File: config.mk
export PLATFORM = sky130hd
export DESIGN_NAME = day_serial_to_calendar_date
export DESIGN_NICKNAME = d
export VERILOG_FILES = /design/src/design/dsc_pkg.sv /design/src/design/dsc_ucode_seq.sv /design/src/design/dsc_datapath.sv /design/src/design/day_serial_to_calendar_date.sv
export SDC_FILE = /design/constraint.sdc
export NUM_CORES = 1
export LEC_CHECK = 0
export BUFFER_PORTS_ARGS = -buffer_cell sky130_fd_sc_hd__buf_2
export CAP_MARGIN = 20
export CORE_ASPECT_RATIO = 1.2
export CORE_MARGIN = 2
export CORE_UTILIZATION = 30
export CTS_CLUSTER_DIAMETER = 100
export CTS_CLUSTER_SIZE = 16
export DETAILED_ROUTE_END_ITERATION = 8
export HOLD_SLACK_MARGIN = 0.06
export MAX_ROUTING_LAYER = met4
export PLACE_DENSITY = 0.5
export SYNTH_ARGS = -nofsm -noshare
export SYNTH_HDL_FRONTEND = slang
export SYNTH_SLANG_ARGS = --single-unit
File: constraint.sdc
create_clock -name clk -period 5.3 [get_ports clk]
set_input_delay 0 -clock clk [delete_from_list [all_inputs] [get_ports clk]]
set_output_delay 0 -clock clk [all_outputs]
set_load 0.01 [all_outputs]
File: src/design/dsc_pkg.sv
// ----------------------------------------------------------------------------
// dsc_pkg: shared types and tables of the day serial converter
// Microcode format, step codes, condition and operation codes, month lengths.
// ----------------------------------------------------------------------------
package dsc_pkg;

	localparam int SERIAL_W = 22;
	localparam int YEAR_W   = 14;
	localparam int MONTH_W  = 4;
	localparam int DAY_W    = 5;

	localparam logic [YEAR_W-1:0]   FIRST_YEAR    = 14'd1900;
	localparam logic [SERIAL_W-1:0] SERIAL_OFFSET = 22'd2;
	localparam logic [MONTH_W-1:0]  LAST_MONTH    = 4'd12;

	// microprogram step address
	typedef logic [2:0] step_t;

	localparam step_t S_WAIT = 3'd0;
	localparam step_t S_LOW  = 3'd1;
	localparam step_t S_YFIT = 3'd2;
	localparam step_t S_YEND = 3'd3;
	localparam step_t S_MFIT = 3'd4;
	localparam step_t S_OUT  = 3'd5;
	localparam step_t S_INV  = 3'd6;

	typedef enum logic [2:0] {
		C_IN_VALID,
		C_SER_LOW,
		C_YFIT_OR_OVER,
		C_YEAR_OVER,
		C_MFIT,
		C_OUT_FREE
	} cond_t;

	typedef enum logic [2:0] {
		OP_NONE,
		OP_LOAD,
		OP_YSUB,
		OP_MSUB,
		OP_EMIT,
		OP_EMIT_INV
	} op_t;

	typedef struct packed {
		cond_t cond;
		step_t next_t;
		op_t   op_t_sel;
		step_t next_f;
		op_t   op_f_sel;
	} ctrl_word_t;

	typedef struct packed {
		logic ser_low;
		logic yfit_or_over;
		logic year_over;
		logic mfit;
	} dp_status_t;

	function automatic ctrl_word_t ucode_rom(input step_t pc);
		ctrl_word_t cw;
		unique case (pc)
			S_WAIT:  cw = '{C_IN_VALID,     S_LOW,  OP_LOAD,     S_WAIT, OP_NONE};
			S_LOW:   cw = '{C_SER_LOW,      S_INV,  OP_NONE,     S_YFIT, OP_NONE};
			S_YFIT:  cw = '{C_YFIT_OR_OVER, S_YEND, OP_NONE,     S_YFIT, OP_YSUB};
			S_YEND:  cw = '{C_YEAR_OVER,    S_INV,  OP_NONE,     S_MFIT, OP_NONE};
			S_MFIT:  cw = '{C_MFIT,         S_OUT,  OP_NONE,     S_MFIT, OP_MSUB};
			S_OUT:   cw = '{C_OUT_FREE,     S_WAIT, OP_EMIT,     S_OUT,  OP_NONE};
			S_INV:   cw = '{C_OUT_FREE,     S_WAIT, OP_EMIT_INV, S_INV,  OP_NONE};
			default: cw = '{C_IN_VALID,     S_WAIT, OP_NONE,     S_WAIT, OP_NONE};
		endcase
		return cw;
	endfunction

	function automatic logic [DAY_W-1:0] month_len(input logic [MONTH_W-1:0] m,
		input logic leap);
		logic [DAY_W-1:0] len;
		case (m) inside
			4'd2:                      len = leap ? 5'd29 : 5'd28;
			4'd4, 4'd6, 4'd9, 4'd11:   len = 5'd30;
			default:                   len = 5'd31;
		endcase
		return len;
	endfunction

endpackage

File: src/design/dsc_ucode_seq.sv
// ----------------------------------------------------------------------------
// dsc_ucode_seq: microcode sequencer
// Step counter, control store and two-way conditional branch per step.
// ----------------------------------------------------------------------------
module dsc_ucode_seq (
	input  logic                clk,
	input  logic                arst_n,
	input  logic                in_valid,
	input  logic                out_free,
	input  dsc_pkg::dp_status_t status,
	output dsc_pkg::op_t        op,
	output logic                idle
);

	dsc_pkg::step_t     pc_q;
	dsc_pkg::ctrl_word_t cw;
	logic               hit;

	assign cw = dsc_pkg::ucode_rom(pc_q);

	always_comb begin
		unique case (cw.cond)
			dsc_pkg::C_IN_VALID:     hit = in_valid;
			dsc_pkg::C_SER_LOW:      hit = status.ser_low;
			dsc_pkg::C_YFIT_OR_OVER: hit = status.yfit_or_over;
			dsc_pkg::C_YEAR_OVER:    hit = status.year_over;
			dsc_pkg::C_MFIT:         hit = status.mfit;
			dsc_pkg::C_OUT_FREE:     hit = out_free;
			default:                 hit = 1'b0;
		endcase
	end

	assign op   = hit ? cw.op_t_sel : cw.op_f_sel;
	assign idle = (pc_q == dsc_pkg::S_WAIT);

	always_ff @(posedge clk or negedge arst_n) begin
		if (!arst_n) begin
			pc_q <= dsc_pkg::S_WAIT;
		end else begin
			pc_q <= hit ? cw.next_t : cw.next_f;
		end
	end

endmodule

File: src/design/dsc_datapath.sv
// ----------------------------------------------------------------------------
// dsc_datapath: day counter, year and month registers, output register
// Executes one microcode operation per cycle.
// ----------------------------------------------------------------------------
module dsc_datapath #(
	parameter int LAST_YEAR = 9999
) (
	input  logic                                clk,
	input  logic                                arst_n,
	input  dsc_pkg::op_t                        op,
	input  logic [dsc_pkg::SERIAL_W-1:0]        serial,
	input  logic                                out_stall,
	output dsc_pkg::dp_status_t                 status,
	output logic                                out_free,
	output logic                                out_valid,
	output logic [dsc_pkg::YEAR_W-1:0]          year_out,
	output logic [dsc_pkg::MONTH_W-1:0]         month_out,
	output logic [dsc_pkg::DAY_W-1:0]           day_out,
	output logic                                invalid
);

	localparam logic [dsc_pkg::YEAR_W-1:0] LAST_YR = dsc_pkg::YEAR_W'(LAST_YEAR);

	logic [dsc_pkg::SERIAL_W-1:0] days_q;
	logic [dsc_pkg::YEAR_W-1:0]   year_q;
	logic [dsc_pkg::MONTH_W-1:0]  month_q;
	logic [1:0]                   mod4_q;
	logic [6:0]                   mod100_q;
	logic [8:0]                   mod400_q;
	logic                         low_q;
	logic                         out_valid_q;

	logic                         leap;
	logic [8:0]                   ylen;
	logic [dsc_pkg::DAY_W-1:0]    mlen;
	logic                         yfit;

	// gregorian rule from the running year residues
	assign leap = (mod400_q == 9'd0) || ((mod100_q != 7'd0) && (mod4_q == 2'd0));
	assign ylen = leap ? 9'd366 : 9'd365;
	assign mlen = dsc_pkg::month_len(month_q, leap);
	assign yfit = (days_q <= {{(dsc_pkg::SERIAL_W-9){1'b0}}, ylen});

	assign status.ser_low      = low_q;
	assign status.year_over    = (year_q > LAST_YR);
	assign status.yfit_or_over = yfit || status.year_over;
	assign status.mfit         = (month_q == dsc_pkg::LAST_MONTH) ||
		(days_q <= {{(dsc_pkg::SERIAL_W-dsc_pkg::DAY_W){1'b0}}, mlen});

	assign out_free  = !out_valid_q || !out_stall;
	assign out_valid = out_valid_q;

	always_ff @(posedge clk) begin
		case (op)
			dsc_pkg::OP_LOAD: begin
				days_q   <= serial - dsc_pkg::SERIAL_OFFSET;
				low_q    <= (serial <= dsc_pkg::SERIAL_OFFSET);
				year_q   <= dsc_pkg::FIRST_YEAR;
				month_q  <= 4'd1;
				mod4_q   <= 2'd0;
				mod100_q <= 7'd0;
				mod400_q <= 9'd300;
			end
			dsc_pkg::OP_YSUB: begin
				days_q   <= days_q - {{(dsc_pkg::SERIAL_W-9){1'b0}}, ylen};
				year_q   <= year_q + 14'd1;
				mod4_q   <= mod4_q + 2'd1;
				mod100_q <= (mod100_q == 7'd99) ? 7'd0 : mod100_q + 7'd1;
				mod400_q <= (mod400_q == 9'd399) ? 9'd0 : mod400_q + 9'd1;
			end
			dsc_pkg::OP_MSUB: begin
				days_q  <= days_q - {{(dsc_pkg::SERIAL_W-dsc_pkg::DAY_W){1'b0}}, mlen};
				month_q <= month_q + 4'd1;
			end
			dsc_pkg::OP_EMIT: begin
				year_out  <= year_q;
				month_out <= month_q;
				day_out   <= days_q[dsc_pkg::DAY_W-1:0];
				invalid   <= 1'b0;
			end
			dsc_pkg::OP_EMIT_INV: begin
				year_out  <= '0;
				month_out <= '0;
				day_out   <= '0;
				invalid   <= 1'b1;
			end
			default: begin
			end
		endcase
	end

	always_ff @(posedge clk or negedge arst_n) begin
		if (!arst_n) begin
			out_valid_q <= 1'b0;
		end else if (op == dsc_pkg::OP_EMIT || op == dsc_pkg::OP_EMIT_INV) begin
			out_valid_q <= 1'b1;
		end else if (!out_stall) begin
			out_valid_q <= 1'b0;
		end
	end

endmodule

File: src/design/day_serial_to_calendar_date.sv
// ----------------------------------------------------------------------------
// day_serial_to_calendar_date: day serial number to gregorian date
//
//   channel  handshake            payload
//   in       in_valid / in_stall  serial[21:0]
//   out      out_valid/ out_stall year_out[13:0] month_out[3:0] day_out[4:0] invalid
//
// One request at a time: once a request is taken, the sequencer tests for a
// serial below 3, walks Y years from 1900, then M months (at most 11), and
// registers the result; a serial below 3 or a year past LAST_YEAR is invalid.
// The next request is taken the cycle after the result is registered; a
// result waiting in the output register stalls the sequencer only when a
// second result is ready. Reset clears the step counter and the output valid.
// ----------------------------------------------------------------------------
module day_serial_to_calendar_date #(
	parameter int LAST_YEAR = 9999
) (
	input  logic                          clk,
	input  logic                          arst_n,
	input  logic                          in_valid,
	output logic                          in_stall,
	input  logic [dsc_pkg::SERIAL_W-1:0]  serial,
	output logic                          out_valid,
	input  logic                          out_stall,
	output logic [dsc_pkg::YEAR_W-1:0]    year_out,
	output logic [dsc_pkg::MONTH_W-1:0]   month_out,
	output logic [dsc_pkg::DAY_W-1:0]     day_out,
	output logic                          invalid
);

	dsc_pkg::op_t        op;
	dsc_pkg::dp_status_t status;
	logic                out_free;
	logic                idle;

	dsc_ucode_seq u_seq (
		.clk      (clk),
		.arst_n   (arst_n),
		.in_valid (in_valid),
		.out_free (out_free),
		.status   (status),
		.op       (op),
		.idle     (idle)
	);

	dsc_datapath #(
		.LAST_YEAR (LAST_YEAR)
	) u_dp (
		.clk       (clk),
		.arst_n    (arst_n),
		.op        (op),
		.serial    (serial),
		.out_stall (out_stall),
		.status    (status),
		.out_free  (out_free),
		.out_valid (out_valid),
		.year_out  (year_out),
		.month_out (month_out),
		.day_out   (day_out),
		.invalid   (invalid)
	);

	assign in_stall = !idle;

	// an invalid result carries no date
	a_inv_zero: assert property (@(posedge clk) disable iff (!arst_n)
		out_valid && invalid |-> year_out == '0 && month_out == '0 && day_out == '0)
		else $error("invalid result with nonzero date");

	// a valid result is a date within the supported range
	a_date_range: assert property (@(posedge clk) disable iff (!arst_n)
		out_valid && !invalid |-> month_out >= 4'd1 && month_out <= 4'd12 &&
			day_out >= 5'd1 && year_out >= dsc_pkg::FIRST_YEAR &&
			year_out <= dsc_pkg::YEAR_W'(LAST_YEAR))
		else $error("result date out of range");

	// the sequencer leaves the wait step once a request is taken
	a_busy_after_take: assert property (@(posedge clk) disable iff (!arst_n)
		in_valid && !in_stall |=> in_stall)
		else $error("request taken while previous one still in work");

endmodule

==> results of run 1 <==
==> cells in the mapped netlist, types with 3 or more instances <==
library cell	number	share of area, %
a211oi_1	3	0.41
a21o_1	7	0.95
a21oi_1	21	1.9
and2_1	20	2.3
and3_1	8	0.91
buf_2	8	0.73
clkbuf_1	10	0.68
dfrtp_1	4	1.8
edfxtp_1	83	45
ha_1	14	3.2
inv_1	29	2.0
nand2_1	44	3.0
nand2b_1	11	1.2
nand3_1	22	2.0
nor2_1	66	4.5
nor2b_1	3	0.34
nor3_1	16	1.5
nor4_1	14	1.6
o21ai_0	20	1.8
o221ai_1	11	1.7
o22ai_1	12	1.4
or2_2	5	0.57
or3_1	7	0.79
or4_1	3	0.41
xnor2_1	27	4.3
xor2_1	20	3.2
==> flip-flops by register name, summed over array words and instances (netlist names), 2 cells and up <==
register / cells
u_dp.month_q: 4
u_dp.year_out: 14
u_dp.day_out: 5
u_dp.mod4_q: 2
u_dp.days_q: 22
u_seq.pc_q: 3
u_dp.mod100_q: 7
u_dp.year_q: 14
u_dp.mod400_q: 9
u_dp.month_out: 4
==> worst max-delay path, cell delays in order (launching register included) <==
cell	delay [ps]
edfxtp_1	490
or3_4	440
o31ai_4	360
nand2_1	160
inv_1	110
nand2_1	60
a21oi_1	140
a21oi_1	60
ha_1	230
fa_1	450
nor3b_1	230
buf_4	180
a211o_1	200
o2111ai_2	220
a2111oi_4	340
buf_4	360
nor2_1	90
a221o_1	260
==> through the flow <==
stage	total power, mW	std cells	worst slack [ps]
after floorplan	2.602	552	906.9
after global placement	3.036	813	872.9
after detailed placement	3.060	813	719.5
after CTS	3.701	834	704.7
after global routing	3.972	834	428.8
final	3.680	834	703.4
==> path summary, 6_finish.rpt <==
check	slack, ps	cells past startpoint	endpoint	start
max reg2reg	700	17	u_dp.days_q[13]	u_dp.mod100_q[2]
min reg2reg	540	1	u_dp.out_valid	u_dp.out_valid
max	700	17	u_dp.days_q[13]	u_dp.mod100_q[2]
min	70	3	u_dp.days_q[17]	serial[17]
max in group asynchronous	4590	3	u_seq.pc_q[1]	arst_n
min in group asynchronous	540	3	u_dp.out_valid	arst_n
==> metal layers <==
layer	vias to the layer above	global-route usage, %
met5	-	-
met4	0	5.808
met3	21	2.177
met2	105	23.40
met1	2119	18.17
li1	2144	-
==> cell type report <==
cell class	count	area, um^2
repair buffers	64	367.9
inverters	30	112.6
fillers	1848	11760
multi-input cells	414	2719
clock inverters	4	47.55
flip-flops and latches	87	2592
clock buffers	11	232.7
well taps	224	280.3
==> report_power, final <==
group | leakage (nW) | switching [mW] | internal (mW)
clock network | 0.137 | 0.266 | 0.361
registers | 0.797 | 0.304 | 1.18
logic | 1.27 | 0.961 | 0.611
==> cells in the final DEF, fill, tap and decap left out, drive strengths merged, types with 8 or more instances in the layout <==
master,n
edfxtp,83
nor2,66
buf,58
nand2,44
inv,30
xnor2,27
nand3,22
a21oi,21
and2,21
o21ai,20
xor2,20
nor3,16
nor4,16
ha,14
o22ai,12
nand2b,11
o221ai,11
clkbuf,11
and3,8
or3,8
==> cells by family (layout without fill, tap and decap cells) <==
logic type | after synthesis | after routing | synth area share (%)
buffers and inverters | 51 | 109 | 3.993
multiplexers | 1 | 1 | 0.1815
AND/OR/NAND/NOR | 234 | 234 | 21.55
flip-flops | 87 | 87 | 47.01
AO/OA/AOI/OAI | 115 | 115 | 15.72
XOR/XNOR | 47 | 47 | 7.464
adder cells (fa/ha/maj) | 17 | 17 | 4.084
==> impl_metrics.tcl, run 1 <==
set metrics [dict create \
    drcViolationCount 0 \
    die_w_um 127.8 \
    first_global_vias 4271 \
    ys_types 70 \
    syn_to_final_growth_pct 15.18 \
    cts_setup_buffers 0 \
    rsz0062_at_grt "false" \
    critPathRequiredTime_ps 5410 \
    cts.sinks 87 \
    wl_met2_mm 6.474 \
    hpwl_mm 9.563 \
    dpl_cell_area_um2 6012 \
    async_reset_ff_share_pct 4.598 \
    antenna-diode-count 0 \
    timing_worst_setup_path_type "register to register" \
    wl_met3_um 557 \
    holdBufCountCts 6 \
    yosysWarningCount 0 \
    peakVddDrop_v 0.0002128 \
    core_area_um2 18110 \
    row_count 54 \
    start_util_pct 30.46 \
    cp-start-kind "register" \
    drt_iter0_markers 337 \
    grt_first_pass_wirelength_mm 21.85 \
    slew_headroom_pct 30.36 \
    power.leakage_nw 2.209 \
    grt_max_degree 33 \
    die_area_um2 19490 \
    worstMarginPinSlew_ps 1045 \
    cp-end-kind "register" \
    finalCritPeriodShare_pct 86.73 \
    drive_gt1_share_pct 15.25 \
    syn_inst 552 \
    cts_tree "done" \
    viasPerCell 5.263 \
    hp-class "primary input to register" \
    routed_wirelength_mm 13.29 \
    setup_tns_ps 0 \
    h-tree-depth 3 \
    drtAntennaViolNets 0 \
    critPathArrivalTime_ps 4700 \
    clock_skew_ps 12.39 \
    synth.cell_area_um2 5515 \
    path_clk_slew_ps 60 \
    hold_violations 0 \
    fin_util_pct 35.08 \
    fin_crit_ps 4597 \
    met1_length_mm 6.051 \
    cap_violations 0 \
    yosysSeqAreaShare_pct 47.01 \
    port-buffer-count 51 \
    die_h_um 152.5 \
    synthFlopType "edfxtp_1" \
    firstDrtPassIters 5 \
    cts_root_buf "clkbuf_16" \
    ioPinCount 52 \
    topRoutingLayerUsed "met4" \
    ctsLongestPathBuffers 2 \
    status "complete, no violations" \
    ys_seq_elements 87 \
    max_freq_mhz 217.6 \
    cts_resized 0 \
    path_max_fanout 28 \
    gp_congestion 0.8726 \
    power_per_cell_area_nw_per_um2 579.2 \
    syn_area_per_cell_um2 9.991 \
    gr-usage-all-layers_pct 14.48 \
    gr-total-overflow 0 \
    synth_edf_count 83 \
    cts_buffers 9 \
    finalSetupViolCount 0 \
    drv_slew 0 \
    hold_slack_ps 68.79 \
    insertion_delay_ps 360 \
    grt_antenna_before_repair 0 \
    wire_per_inst_um 15.94 \
    fin_nets 648 \
    via_count 4389 \
    synth.net_count 594 \
    final_cell_area_um2 6352 \
]
Power figures use the tool's default switching activity.
==> run 2, diff against run 1 <==
PLACE_DENSITY = default   (was 0.5)
PLACE_DENSITY_LB_ADDON = 0.25   (was default)
==> impl_metrics.tcl, run 2 (synthesized netlist as in run 1, its figures left out) <==
set metrics [dict create \
    status "complete, no violations" \
    cts.sinks 87 \
    max_stage_delay_ps 490 \
    largest_register_ffs 22 \
    syn_to_final_growth_pct 15.04 \
    fin_nets 648 \
    drcViolationCount 0 \
    start_util_pct 30.46 \
    ioPinCount 52 \
    top_register "u_dp.days_q" \
    viasPerCell 5.234 \
    cp_slowest_cell "edfxtp_1" \
    drtAntennaViolNets 0 \
    finalCritPeriodShare_pct 85.68 \
    hp-class "primary input to register" \
    core_area_um2 18110 \
    via_count 4370 \
    routed_wirelength_mm 13.15 \
    cap_violations 0 \
    gp_congestion 0.8716 \
    insertion_delay_ps 350 \
    placed_cells 813 \
    mostFrequentLayoutCells "edfxtp_1, nor2_1, buf_2, nand2_1, inv_1" \
    timing_worst_setup_path_type "register to register" \
    die_h_um 152.5 \
    hold_violations 0 \
    worst-path-buf-inv 3 \
    row_count 54 \
    final_cell_area_um2 6345 \
    cts_root_buf "clkbuf_16" \
    ctsLongestPathBuffers 2 \
    gr-total-overflow 0 \
    hold_start "serial[17]" \
    h-tree-depth 3 \
    dpl_cell_area_um2 6012 \
    whs_path_depth 3 \
    hpwl_mm 9.696 \
    antenna-diode-count 0 \
    cts_setup_buffers 0 \
    cp-end-kind "register" \
    port-buffer-count 51 \
    path_clk_slew_ps 70 \
    rsz0062_at_grt "false" \
    drive_gt1_share_pct 15.55 \
    grt_first_pass_wirelength_mm 21.76 \
    setup_ws_ps 758.7 \
    die_w_um 127.8 \
    cts_buffers 9 \
    drv_slew 0 \
    critPathRequiredTime_ps 5400 \
    fin_cells 835 \
    cts_tree "done" \
    mostFrequentLayoutCell "edfxtp_1" \
    cpLargestDelayFamily "compound AO/OA/AOI/OAI gates" \
    critPathArrivalTime_ps 4640 \
    firstDrtPassIters 5 \
    max_freq_mhz 220.2 \
    worstReg2RegStart "u_dp.mod100_q[2]" \
    power.leakage_nw 2.206 \
    startpoint "u_dp.mod100_q[2]" \
    worstMarginPinSlew_ps 1122 \
    r2r-end "u_dp.days_q[13]" \
    drt_iter0_markers 296 \
    r2r_slack_ps 760 \
    r2r_cells 17 \
    hold_path_end "u_dp.days_q[17]" \
    cp-start-kind "register" \
    largest_registers "u_dp.days_q x22, u_dp.year_out x14, u_dp.year_q x14" \
    power_per_cell_area_nw_per_um2 576.0 \
    wire_per_inst_um 15.75 \
    gr-usage-all-layers_pct 14.41 \
    cp_cell_sequence "or3_4 > o31ai_4 > nand2_1 > inv_1 > nand2_1 > a21oi_1 > a21oi_1 > ha_1 > fa_1 > nor3b_1 > buf_4 > a211o_1 > o2111ai_2 > a2111oi_4 > buf_4 > nor2_1 > a221o_1" \
    fin_crit_ps 4541 \
    setup_tns_ps 0 \
    die_area_um2 19490 \
    clock_skew_ps 8.571 \
    slew_headroom_pct 25.18 \
    dp_slack_ps 734.1 \
    finalSetupViolCount 0 \
    peakVddDrop_v 0.0002091 \
    worstSetupPathDepth 17 \
    grt_max_degree 33 \
    grt_antenna_before_repair 0 \
    path_max_fanout 28 \
    first_global_vias 4354 \
]
[run 2: stage by stage]
step | power [mW] | utilization, % | hold WS, ps
floorplan | 2.602 | - | -295.6
global placement | 3.020 | 33.20 | -191.9
detailed placement | 3.070 | 33.20 | -190.1
CTS | 3.682 | 35.04 | 67.40
global route | 3.934 | 35.04 | 111.6
finish | 3.655 | 35.04 | 74.75
[run 2: where the power goes]
part	switching [mW]	internal, mW
combinational	0.968	0.612
clock	0.276	0.318
sequential	0.304	1.18
total	1.55	2.11
[run 2: timing repair]
action,CTS,global route
gates resized for setup,0,0
hold endpoints to repair,8,0
hold buffers,6,0
[run 2: routing by layer]
layer	up-vias	wire (um)	GRT usage, %
li1	2150	-	-
met1	2086	5848	17.44
met2	111	6386	23.35
met3	23	621	2.423
met4	0	293	6.803
met5	-	0	-
[run 2: tightest hold or removal path, cell delays in order]
cell     delay (ps)
buf_2            90
xor2_1           70
o22ai_1         140
[run 2: how the worst max path moves through the flow]
| stage | endpoint | slack [ps] |
|---|---|---|
| finish | u_dp.days_q[13] | 760 |
| global route | u_dp.days_q[13] | 370 |
| CTS | u_dp.days_q[13] | 720 |
| detailed placement | u_dp.days_q[13] | 730 |
| global placement | u_dp.days_q[13] | 880 |
| floorplan | u_dp.days_q[0] | 910 |
[run 2: layout make-up]
cell class	count	area (um^2)
fill	1850	11760
multi-input combinational	414	2719
sequential	87	2592
timing repair buffer	64	367.9
tap	224	280.3
clock buffer	9	225.2
inverter	30	112.6
clock inverter	7	47.55
